--- src/imutyt_pkg.sv ---
// Shared types, constants and helper functions for the IMU tilt and yaw tracker.
// Used by the controller, the datapath and the top level.
package imutyt_pkg;

   localparam int CAL_SAMPLES_DEF  = 100;
   localparam int CORDIC_ITERS_DEF = 16;
   localparam int STEP_W           = 5;
   localparam int SQRT_STEPS       = 32;

   localparam logic [19:0]        YAW_GAIN_RST = 20'd6557;
   localparam logic signed [29:0] ROLL_BASE    = 30'sd188743680;
   localparam logic signed [41:0] YAW_HALF     = 42'sd773094113280;
   localparam logic signed [41:0] YAW_FULL     = 42'sd1546188226560;
   localparam logic signed [16:0] PITCH_LIM    = 17'sd11520;
   localparam logic signed [16:0] ROLL_LIM     = 17'sd23040;

   typedef enum logic [3:0] {
      ST_IDLE,
      ST_CAL,
      ST_CHK,
      ST_DIV,
      ST_BIAS,
      ST_START,
      ST_ROLL,
      ST_PLOAD,
      ST_PITCH,
      ST_WRAP,
      ST_PUSH
   } state_type;

   typedef struct packed {
      logic              load;
      logic              square;
      logic              cal_acc;
      logic              div_load;
      logic              div_step;
      logic              bias_set;
      logic              start;
      logic              sqrt_step;
      logic              cordic_step;
      logic              pitch_load;
      logic              yaw_wrap;
      logic              out_load;
      logic [STEP_W-1:0] step;
   } cmd_type;

   typedef struct packed {
      logic calibrated;
      logic cal_full;
      logic out_free;
   } status_type;

   function automatic logic [25:0] atan_lut(input logic [STEP_W-1:0] idx);
      logic [25:0] v;
      unique case (idx)
         5'd0:    v = 26'd47185920;
         5'd1:    v = 26'd27855475;
         5'd2:    v = 26'd14718068;
         5'd3:    v = 26'd7471121;
         5'd4:    v = 26'd3750058;
         5'd5:    v = 26'd1876857;
         5'd6:    v = 26'd938658;
         5'd7:    v = 26'd469357;
         5'd8:    v = 26'd234682;
         5'd9:    v = 26'd117342;
         5'd10:   v = 26'd58671;
         5'd11:   v = 26'd29335;
         5'd12:   v = 26'd14668;
         5'd13:   v = 26'd7334;
         5'd14:   v = 26'd3667;
         5'd15:   v = 26'd1833;
         5'd16:   v = 26'd917;
         5'd17:   v = 26'd458;
         5'd18:   v = 26'd229;
         5'd19:   v = 26'd115;
         5'd20:   v = 26'd57;
         5'd21:   v = 26'd29;
         5'd22:   v = 26'd14;
         5'd23:   v = 26'd7;
         default: v = 26'd0;
      endcase
      return v;
   endfunction

   function automatic logic signed [16:0] sat_angle(input logic signed [29:0] z,
                                                    input logic signed [16:0] lim);
      logic signed [29:0] r;
      logic signed [16:0] q;
      r = (z + 30'sd4096) >>> 13;
      q = r[16:0];
      if (q > lim) begin
         q = lim;
      end else if (q < -lim) begin
         q = -lim;
      end
      return q;
   endfunction

endpackage

--- src/imutyt_ctrl.sv ---
// Sequencer for the IMU tilt and yaw tracker: calibration, division, square root
// and CORDIC phases. Depends on imutyt_pkg; drives imutyt_dpath through cmd_type.
module imutyt_ctrl
   import imutyt_pkg::*;
#(
   parameter int CORDIC_ITERS = CORDIC_ITERS_DEF
) (
   input  logic       clock,
   input  logic       reset,
   input  logic       req_tvalid,
   output logic       req_tready,
   input  status_type status,
   output cmd_type    cmd
);

   state_type         state_ff, state_in;
   logic [STEP_W-1:0] step_ff, step_in;
   logic              roll_last, pitch_last;

   assign roll_last  = step_ff == STEP_W'(SQRT_STEPS - 1);
   assign pitch_last = step_ff == STEP_W'(CORDIC_ITERS - 1);

   always_ff @(posedge clock) begin
      if (reset) begin
         state_ff <= ST_IDLE;
         step_ff  <= '0;
      end else begin
         state_ff <= state_in;
         step_ff  <= step_in;
      end
   end

   always_comb begin
      state_in = state_ff;
      unique case (state_ff)
         ST_IDLE:  if (req_tvalid) state_in = ST_CAL;
         ST_CAL:   state_in = status.calibrated ? ST_START : ST_CHK;
         ST_CHK:   state_in = status.cal_full ? ST_DIV : ST_IDLE;
         ST_DIV:   state_in = ST_BIAS;
         ST_BIAS:  state_in = ST_START;
         ST_START: state_in = ST_ROLL;
         ST_ROLL:  if (roll_last) state_in = ST_PLOAD;
         ST_PLOAD: state_in = ST_PITCH;
         ST_PITCH: if (pitch_last) state_in = ST_WRAP;
         ST_WRAP:  state_in = ST_PUSH;
         ST_PUSH:  if (status.out_free) state_in = ST_IDLE;
         default:  state_in = ST_IDLE;
      endcase
   end

   always_comb begin
      cmd        = '0;
      cmd.step   = step_ff;
      req_tready = 1'b0;
      step_in    = '0;
      unique case (state_ff)
         ST_IDLE: begin
            req_tready = 1'b1;
            cmd.load   = req_tvalid;
         end
         ST_CAL: begin
            cmd.square  = 1'b1;
            cmd.cal_acc = !status.calibrated;
         end
         ST_CHK:   cmd.div_load = status.cal_full;
         ST_DIV:   cmd.div_step = 1'b1;
         ST_BIAS:  cmd.bias_set = 1'b1;
         ST_START: cmd.start = 1'b1;
         ST_ROLL: begin
            cmd.sqrt_step   = 1'b1;
            cmd.cordic_step = step_ff < STEP_W'(CORDIC_ITERS);
            step_in         = step_ff + 1'b1;
         end
         ST_PLOAD: cmd.pitch_load = 1'b1;
         ST_PITCH: begin
            cmd.cordic_step = 1'b1;
            step_in         = step_ff + 1'b1;
         end
         ST_WRAP:  cmd.yaw_wrap = 1'b1;
         ST_PUSH:  cmd.out_load = status.out_free;
         default:  cmd = '0;
      endcase
   end

endmodule

--- config.mk ---
export PLATFORM = sky130hd
export DESIGN_NAME = imutyt_ctrl
export DESIGN_NICKNAME = d
export VERILOG_FILES = /design/src/imutyt_pkg.sv /design/src/imutyt_ctrl.sv
export SDC_FILE = /design/constraint.sdc
export NUM_CORES = 1
export LEC_CHECK = 0
export BUFFER_PORTS_ARGS = -buffer_cell sky130_fd_sc_hd__buf_2
export CAP_MARGIN = 20
export CELL_PAD_IN_SITES_DETAIL_PLACEMENT = 0
export CELL_PAD_IN_SITES_GLOBAL_PLACEMENT = 1
export CORE_MARGIN = 1
export CORE_UTILIZATION = 35
export CTS_BUF_LIST = sky130_fd_sc_hd__clkbuf_4
export CTS_CLUSTER_DIAMETER = 30
export CTS_CLUSTER_SIZE = 16
export DETAILED_ROUTE_END_ITERATION = 6
export HOLD_SLACK_MARGIN = 0.06
export PLACE_DENSITY_LB_ADDON = 0.1
export SLEW_MARGIN = 15
export SYNTH_ARGS = -nofsm -noshare
export SYNTH_HDL_FRONTEND = slang
export SYNTH_SLANG_ARGS = --single-unit
--- constraint.sdc ---
create_clock -name clock -period 2.4 [get_ports clock]
set_clock_uncertainty 0.05 [all_clocks]
set_input_delay 0.12 -clock clock [delete_from_list [all_inputs] [get_ports clock]]
set_output_delay 0.12 -clock clock [all_outputs]
set_load 0.1 [all_outputs]
### Word-level counts from Yosys, hierarchy flattened

Index checks and enable logic that the tools add are counted.

* flip-flop bits (word level): 9
* bits of input ports: 6
* word-level logic and storage cells: 47

* add/sub/neg operators: 1
* $lt $le $gt $ge: 1
* equal/unequal tests: 16
* muxes and demuxes: 20
* bitwise gates (word level): 1
* reduce and logical (&&, ||, !) cells: 6

Operator list (number)
* 4-bit case mux with 11 select lines: 1
* 4-bit by 3-bit == test with 1-bit output (second input constant): 4
* 4-bit 2-to-1 mux: 4
* 4-bit == test (second input constant): 3
* 11-bit OR reduction: 1
* 1-bit 2-to-1 mux: 10
* 4-bit by 2-bit == test with 1-bit output (second input constant): 2
* 2-bit != test (second input constant): 4
* 5-bit by 1-bit adder with 5-bit output (second input constant): 1
* 5-bit by 4-bit == test with 1-bit output (second input constant): 1
* 5-bit == test (second input constant): 1
* 5-bit < comparator (second input constant): 1
* 5-bit 2-to-1 mux: 1
* 4-bit by 1-bit == test with 1-bit output (second input constant): 1
* 4-bit logical NOT: 1
* 2-bit 2-to-1 mux: 2
* 4-bit AND reduction: 1
* 2-bit OR reduction: 2
* 3-bit 2-to-1 mux: 1
* 1-bit case mux with 2 select lines: 1
* 1-bit logical NOT: 1
* 1-bit NOT: 1

### Depth between registers and ports, before layout

Gate-level depths: netlist of the first run.

* depth after elaboration: 4
* mapped depth: 6
* depth with buffers taken out: 6

### Worst setup path before layout of the first run

OpenSTA, ideal clock, no wires.

* path kind: register to output
* start: register state_ff[2]
* end: output port cmd[16] in the netlist's numbering
* arrival time: 4.587 ns
* required time: 2.230 ns
* path slack: -2.357 ns
* cell stages (with the launch flop): 5
* buffers on the path: 2
* cell sequence: dfxtp_1 -> buf_6 -> clkbuf_1 -> nor4_1 -> and2_1

RTL lines
* start, declared: line imutyt_ctrl.sv:16 `state_type state_ff, state_in;`
* start signal, assigned: line imutyt_ctrl.sv:28 `state_ff <= state_in;`
* end, declared: line imutyt_ctrl.sv:13 `output cmd_type cmd`

==> results of run 1 <==
timing repair:
action,CTS,global route
hold buffers,1,0
endpoints found under the setup margin,0,0
hold endpoints to repair,4,0
worst paths after layout:
path / to / slack (ps) / cells after the start
max: cmd[4] / 250 / 5
min: state_ff[2]$_SDFFE_PP0P_ / 310 / 5
max reg2reg: state_ff[1]$_SDFFE_PP0P_ / 540 / 6
min reg2reg: step_ff[0]$_SDFF_PP0_ / 410 / 1
through the flow:
step | utilization (%) | total power [mW] | setup slack, ps
after floorplan | - | 0.662 | -439
after global placement | 47.1 | 0.715 | 594
after detailed placement | 47.1 | 0.715 | 531
after CTS | 49.4 | 0.845 | 238
after global routing | 49.4 | 0.889 | 95.4
final | 49.4 | 0.837 | 250
placed cells by master, fill, tap and decap left out, drive strengths merged:
cell type and n:
o22a 1, clkbuf 4, and3 2, xnor2 1, nor2 14, nor3b 2, inv 6, nand2b 3
a211o 1, nor4 2, nor2b 2, o31a 1, or2 1, o21a 1, dlygate4sd3 1, or4 1
o32a 1, nor3 5, a221o 1, dfxtp 9, buf 25, xor2 2, a31oi 1, a211oi 2
o21ai 2, and2 6, ha 3, nand2 2, o31ai 1, a21oi 3, nand3 1, nor4b 1
o211ai 1, nand3b 1
flip-flops by register name, indices dropped and copies added (netlist names):
signal / count
step_ff: 5
state_ff: 4
cells by family (layout without fill, tap and decap cells):
family,Yosys count,in the layout
simple gates,43,43
buf+inv,12,36
flops,9,9
xor+xnor,3,3
compound gates,16,16
fa+ha+maj,3,3
cell type report:
class	count	area share, %
clock buffer	4	3.48
multi-input combinational	65	53.1
tap	25	3.63
inverter	6	2.61
sequential	9	20.9
timing repair buffer	26	16.3
power by group through the flow:
stage	logic (mW)	registers, mW	clock network [mW]
6_report	0.491	0.221	0.125
5_1_grt	0.524	0.228	0.137
4_1_cts	0.493	0.220	0.131
3_5_place_dp	0.491	0.224	0
3_3_place_gp	0.490	0.225	0
2_1_floorplan	0.486	0.176	0
worst reg2reg max path, stage by stage, from the launching register on:
cell      delay, ps
dfxtp_1         330
ha_1            240
and3_1          180
ha_1            180
o32a_1          340
o22a_1          230
a211oi_1        220
layer usage:
metal  share of wire [%]  GRT usage, %  up-vias
met4                 1.1          9.09        0
met1                  48          20.4      309
met3                 4.3          3.60        2
met5                   0             0        -
li1                    -             -      347
met2                  47          29.9       17
==> flow_metrics.py, run 1 <==
metrics = {
    "floorplan": {
        "die_width_um": 45.3,
        "initial_utilization_pct": 37.6,
        "rows": 15,
        "ioPinCount": 24,
        "coreArea_mm2": 0.00175,
        "die_y_um": 45.3,
        "die-area_mm2": 0.00205,
    },
    "grt": {
        "grt_max_degree": 17,
        "grt_pass1_wl_um": 2570,
        "grt_pass1_vias": 600,
        "overflow": 0,
        "track_usage_pct": 17.5,
        "antenna_found_initial": 0,
    },
    "setup_path": {
        "endpoint_kind": "primary output",
        "max_stage_delay_ps": 470,
        "critPathBufInv": 2,
        "worstPathRequired_ps": 2230,
        "critical_path_class": "reg -> out",
        "critPathTopFamily": "buffers and inverters",
        "crit_start": "state_ff[1]$_SDFFE_PP0P_",
        "crit_fanout": 16,
        "arrival_ps": 1980,
        "cp_cell_sequence": "nand2_1, inv_1, o21ai_0, and2_1, buf_2",
        "startpoint_type": "flop",
        "critPathSlowestCell": "dfxtp_1",
        "r2r-start": "step_ff[0]$_SDFF_PP0_",
    },
    "cells_and_area": {
        "fillCellCount": 192,
        "final_area_um2": 862,
        "drive_gt1_share_pct": 34.5,
        "finalNetCount": 120,
        "diodes": 0,
        "multi_input_area_um2": 458,
        "final-seq-area_um2": 180,
        "finalNonFillerCells": 135,
        "area_growth_pct": 31.5,
    },
    "clock_network": {
        "cts_root_buf": "clkbuf_4",
        "clkSlewWorstSetupHoldPaths_ps": 60,
        "cts_made_buffers": 3,
        "cts_setup_buffers": 0,
        "cts_tree": "yes",
        "clock_latency_ps": 260,
        "ctsResizeCount": 0,
        "h-tree-depth": 1,
        "cts.path.max_buffers": 2,
        "cts_sinks": 9,
    },
    "yosys": {
        "yosysTopAreaCell": "dfxtp_1",
        "async_flop_share_pct": 0,
        "seq_area_frac_synth_pct": 27.5,
        "synthMuxAreaShare_pct": 0,
        "synth_cell_type_count": 36,
        "netlist_area_um2": 656,
        "synth_top_area_share_pct": 27.5,
        "synthCells": 86,
        "synth_compound_area_share_pct": 17.6,
        "yosys-top-cells-count": "nor2_1, dfxtp_1, and2_1, inv_1, nor3_1",
        "ys.flop_type": "dfxtp_1",
        "synth_top_family_by_area": "simple AND/OR/NAND/NOR gates",
        "avgSynthCellArea_um2": 7.62,
        "synth_most_common_cell": "nor2_1",
        "synthAdderAreaFrac_pct": 5.73,
        "synth_edf_count": 0,
        "synth_simple_gate_area_share_pct": 36.1,
        "netlist_top_cells_area": "dfxtp_1, nor2_1, and2_1, ha_1, nor3_1",
        "yosys_warnings": 0,
        "synth_nets": 95,
        "ys_ff_latch": 9,
        "synth_xor_area_share_pct": 4.01,
    },
    "drt": {
        "wl_per_cell_um": 11.3,
        "num_vias": 675,
        "vias_per_cell": 5.00,
        "drtPass1Iterations": 4,
        "ant_nets": 0,
        "totalWireLength_um": 1520,
        "drt-initial-drc-count": 5,
        "drc": 0,
    },
    "place": {
        "routabilityCongestion": 0.757,
        "portBuffers": 23,
        "dp_hpwl_um": 1210,
        "placed_area_um2": 822,
        "dpl.cell_count": 130,
    },
    "timing": {
        "timing.hold.ws_ps": 306,
        "worst_pin_slew_ps": 543,
        "maxSlewHeadroom_pct": 63.8,
        "fin_setup_tns_ps": 0,
        "final_hold_viol_count": 0,
        "max_freq_mhz": 465,
        "finalMaxSlewViolations": 0,
        "rsz0062_at_grt": "no",
        "finalCritPeriodShare_pct": 89.6,
        "setup_viol": 0,
        "fin_crit_ps": 2150,
    },
    "power_and_ir_drop": {
        "pwr-share-seq_pct": 26.4,
        "p_clk_share_pct": 14.9,
        "swShare_pct": 56.8,
        "comb_power_share_pct": 58.6,
        "p_leak_nw": 0.404,
        "p_per_area_mw_per_mm2": 971,
        "p_sw_mw": 0.476,
        "power.internal_mw": 0.361,
        "vdd_ir_drop_max_mv": 0.451,
    },
    "outcome": {
        "status": "complete, no violations",
    },
    "min_path": {
        "hold_start": "status[2]",
        "hold_class": "in -> reg",
    },
    "job": {
        "cap_violations": 0,
    },
}
Power figures use the tool's default switching activity.
==> run 2: changes to the inputs <==
--- a/config.mk
+++ b/config.mk
@@ -10,7 +10,7 @@
 export CELL_PAD_IN_SITES_DETAIL_PLACEMENT = 0
 export CELL_PAD_IN_SITES_GLOBAL_PLACEMENT = 1
 export CORE_MARGIN = 1
-export CORE_UTILIZATION = 35
+export CORE_UTILIZATION = 31
 export CTS_BUF_LIST = sky130_fd_sc_hd__clkbuf_4
 export CTS_CLUSTER_DIAMETER = 30
 export CTS_CLUSTER_SIZE = 16
==> constraint.sdc (replaced) <==
create_clock -name clock -period 1.81 [get_ports clock]
set_clock_uncertainty 0.05 [all_clocks]
set_input_delay 0.0905 -clock clock [delete_from_list [all_inputs] [get_ports clock]]
set_output_delay 0.0905 -clock clock [all_outputs]
set_load 0.1 [all_outputs]
==> flow_metrics.py, run 2 (same netlist as run 1, synthesis figures left out) <==
metrics = {
    "outcome": {
        "status": "complete, no violations",
    },
    "power_and_ir_drop": {
        "p_sw_mw": 0.694,
        "p_total_mw": 1.34,
        "p_per_area_mw_per_mm2": 1090,
        "comb_power_share_pct": 66.2,
        "p_leak_nw": 0.469,
        "p_clk_share_pct": 12.4,
        "power.internal_mw": 0.641,
        "pwr-share-seq_pct": 21.5,
        "vdd_ir_drop_max_mv": 0.649,
        "swShare_pct": 52.0,
    },
    "drt": {
        "drtPass1Iterations": 4,
        "wl_per_cell_um": 11.6,
        "totalWireLength_um": 1630,
        "drt-initial-drc-count": 5,
        "vias_per_cell": 4.84,
        "num_vias": 677,
        "ant_nets": 0,
        "drc": 0,
    },
    "cells_and_area": {
        "multi_input_area_um2": 532,
        "fillCellCount": 173,
        "top_regs": "step_ff (5), state_ff (4)",
        "final_cell_mix": "buf_12, nor2_1, inv_1, buf_2",
        "final-seq-area_um2": 188,
        "layout_commonest_cell": "buf_12",
        "top_register": "step_ff",
        "finalNetCount": 123,
        "drive_gt1_share_pct": 52.2,
        "diodes": 0,
        "finalNonFillerCells": 140,
        "area_growth_pct": 86.6,
        "largest_register_ffs": 5,
        "final_area_mm2": 0.00122,
    },
    "grt": {
        "grt_pass1_vias": 568,
        "grt_max_degree": 17,
        "grt_pass1_wl_um": 2590,
        "overflow": 0,
        "track_usage_pct": 15.9,
        "antenna_found_initial": 0,
    },
    "setup_path": {
        "endpoint_kind": "flop",
        "startpoint_type": "flop",
        "worstPathRequired_ps": 1930,
        "critical_path_class": "reg -> reg",
        "crit_fanout": 4,
        "arrival_ps": 1860,
    },
    "floorplan": {
        "die_y_um": 48.0,
        "die-area_mm2": 0.00230,
        "die_width_um": 48.0,
        "initial_utilization_pct": 33.1,
        "coreArea_mm2": 0.00198,
        "ioPinCount": 24,
        "rows": 16,
    },
    "place": {
        "dp_hpwl_um": 1320,
        "routabilityCongestion": 0.826,
        "placed_area_mm2": 0.00117,
        "portBuffers": 23,
        "place_ws_ps": -19.0,
        "dpl.cell_count": 135,
    },
    "clock_network": {
        "cts_setup_buffers": 0,
        "clock_latency_ps": 260,
        "cts_made_buffers": 3,
        "cts_tree": "yes",
        "clkSlewWorstSetupHoldPaths_ps": 60,
        "cts.path.max_buffers": 2,
        "cts_root_buf": "clkbuf_4",
        "h-tree-depth": 1,
        "cts_sinks": 9,
    },
    "timing": {
        "layout_setup_ws_ps": 68.7,
        "maxSlewHeadroom_pct": 67.8,
        "worst_pin_slew_ps": 486,
        "finalMaxSlewViolations": 0,
        "final_hold_viol_count": 0,
        "fin_setup_tns_ps": 0,
        "rsz0062_at_grt": "no",
        "fin_crit_ps": 1740,
        "max_freq_mhz": 574,
        "setup_viol": 0,
        "finalCritPeriodShare_pct": 96.2,
    },
    "job": {
        "cap_violations": 0,
    },
    "min_path": {
        "hold_class": "in -> reg",
    },
}
run 2: final cells by class:
type                            count  share of cell area [%]
Inverter                            6                    1.84
Clock buffer                        4                    2.45
Tap cell                           27                    2.76
Timing Repair Buffer               29                    34.2
Sequential cell                     9                    15.3
Multi-Input combinational cell     65                    43.5
run 2: final timing paths:
check	startpoint	to	slack, ps	cells after the start
worst min register to register	step_ff[0]$_SDFF_PP0_	step_ff[0]$_SDFF_PP0_	380	1
worst max register to register	step_ff[0]$_SDFF_PP0_	state_ff[1]$_SDFFE_PP0P_	70	6
worst min-delay path	status[1]	state_ff[0]$_SDFFE_PP0P_	260	4
worst max-delay path	step_ff[0]$_SDFF_PP0_	state_ff[1]$_SDFFE_PP0P_	70	6
run 2: worst max-delay path: stages, from the launching register on:
cell	delay [ps]
dfxtp_2	330
ha_2	190
and3_1	160
ha_1	180
o32a_1	340
o22a_1	200
a211oi_1	190
run 2: power groups by stage:
| stage | logic (mW) | clock network [mW] | registers (mW) |
|---|---|---|---|
| after floorplan | 0.721 | 0 | 0.237 |
| after global placement | 0.876 | 0 | 0.289 |
| after detailed placement | 0.880 | 0 | 0.289 |
| after CTS | 0.888 | 0.174 | 0.287 |
| after global routing | 0.932 | 0.185 | 0.295 |
| final | 0.884 | 0.165 | 0.287 |
run 2: timing repair:
item                       in CTS  in global routing
setup endpoints to repair       7                 10
hold buffers                    1                  0
gates resized for setup         3                  4
hold endpoints to repair        4                  0
pin swaps                       0                  1
run 2: per-stage QoR:
step | hold WS [ps] | util, %
after floorplan | 106 | -
final | 260 | 61.7
after global routing | 305 | 61.7
after global placement | 280 | 59.0
after CTS | 260 | 61.4
after detailed placement | 290 | 59.0
run 2: per-layer routing:
| layer | vias up | routed length (um) | global-route usage, % |
|---|---|---|---|
| met5 | - | 0 | 0 |
| met4 | 0 | 0 | 6.67 |
| met3 | 0 | 53 | 1.51 |
| met2 | 21 | 792 | 27.0 |
| met1 | 300 | 782 | 20.4 |
| li1 | 356 | - | - |
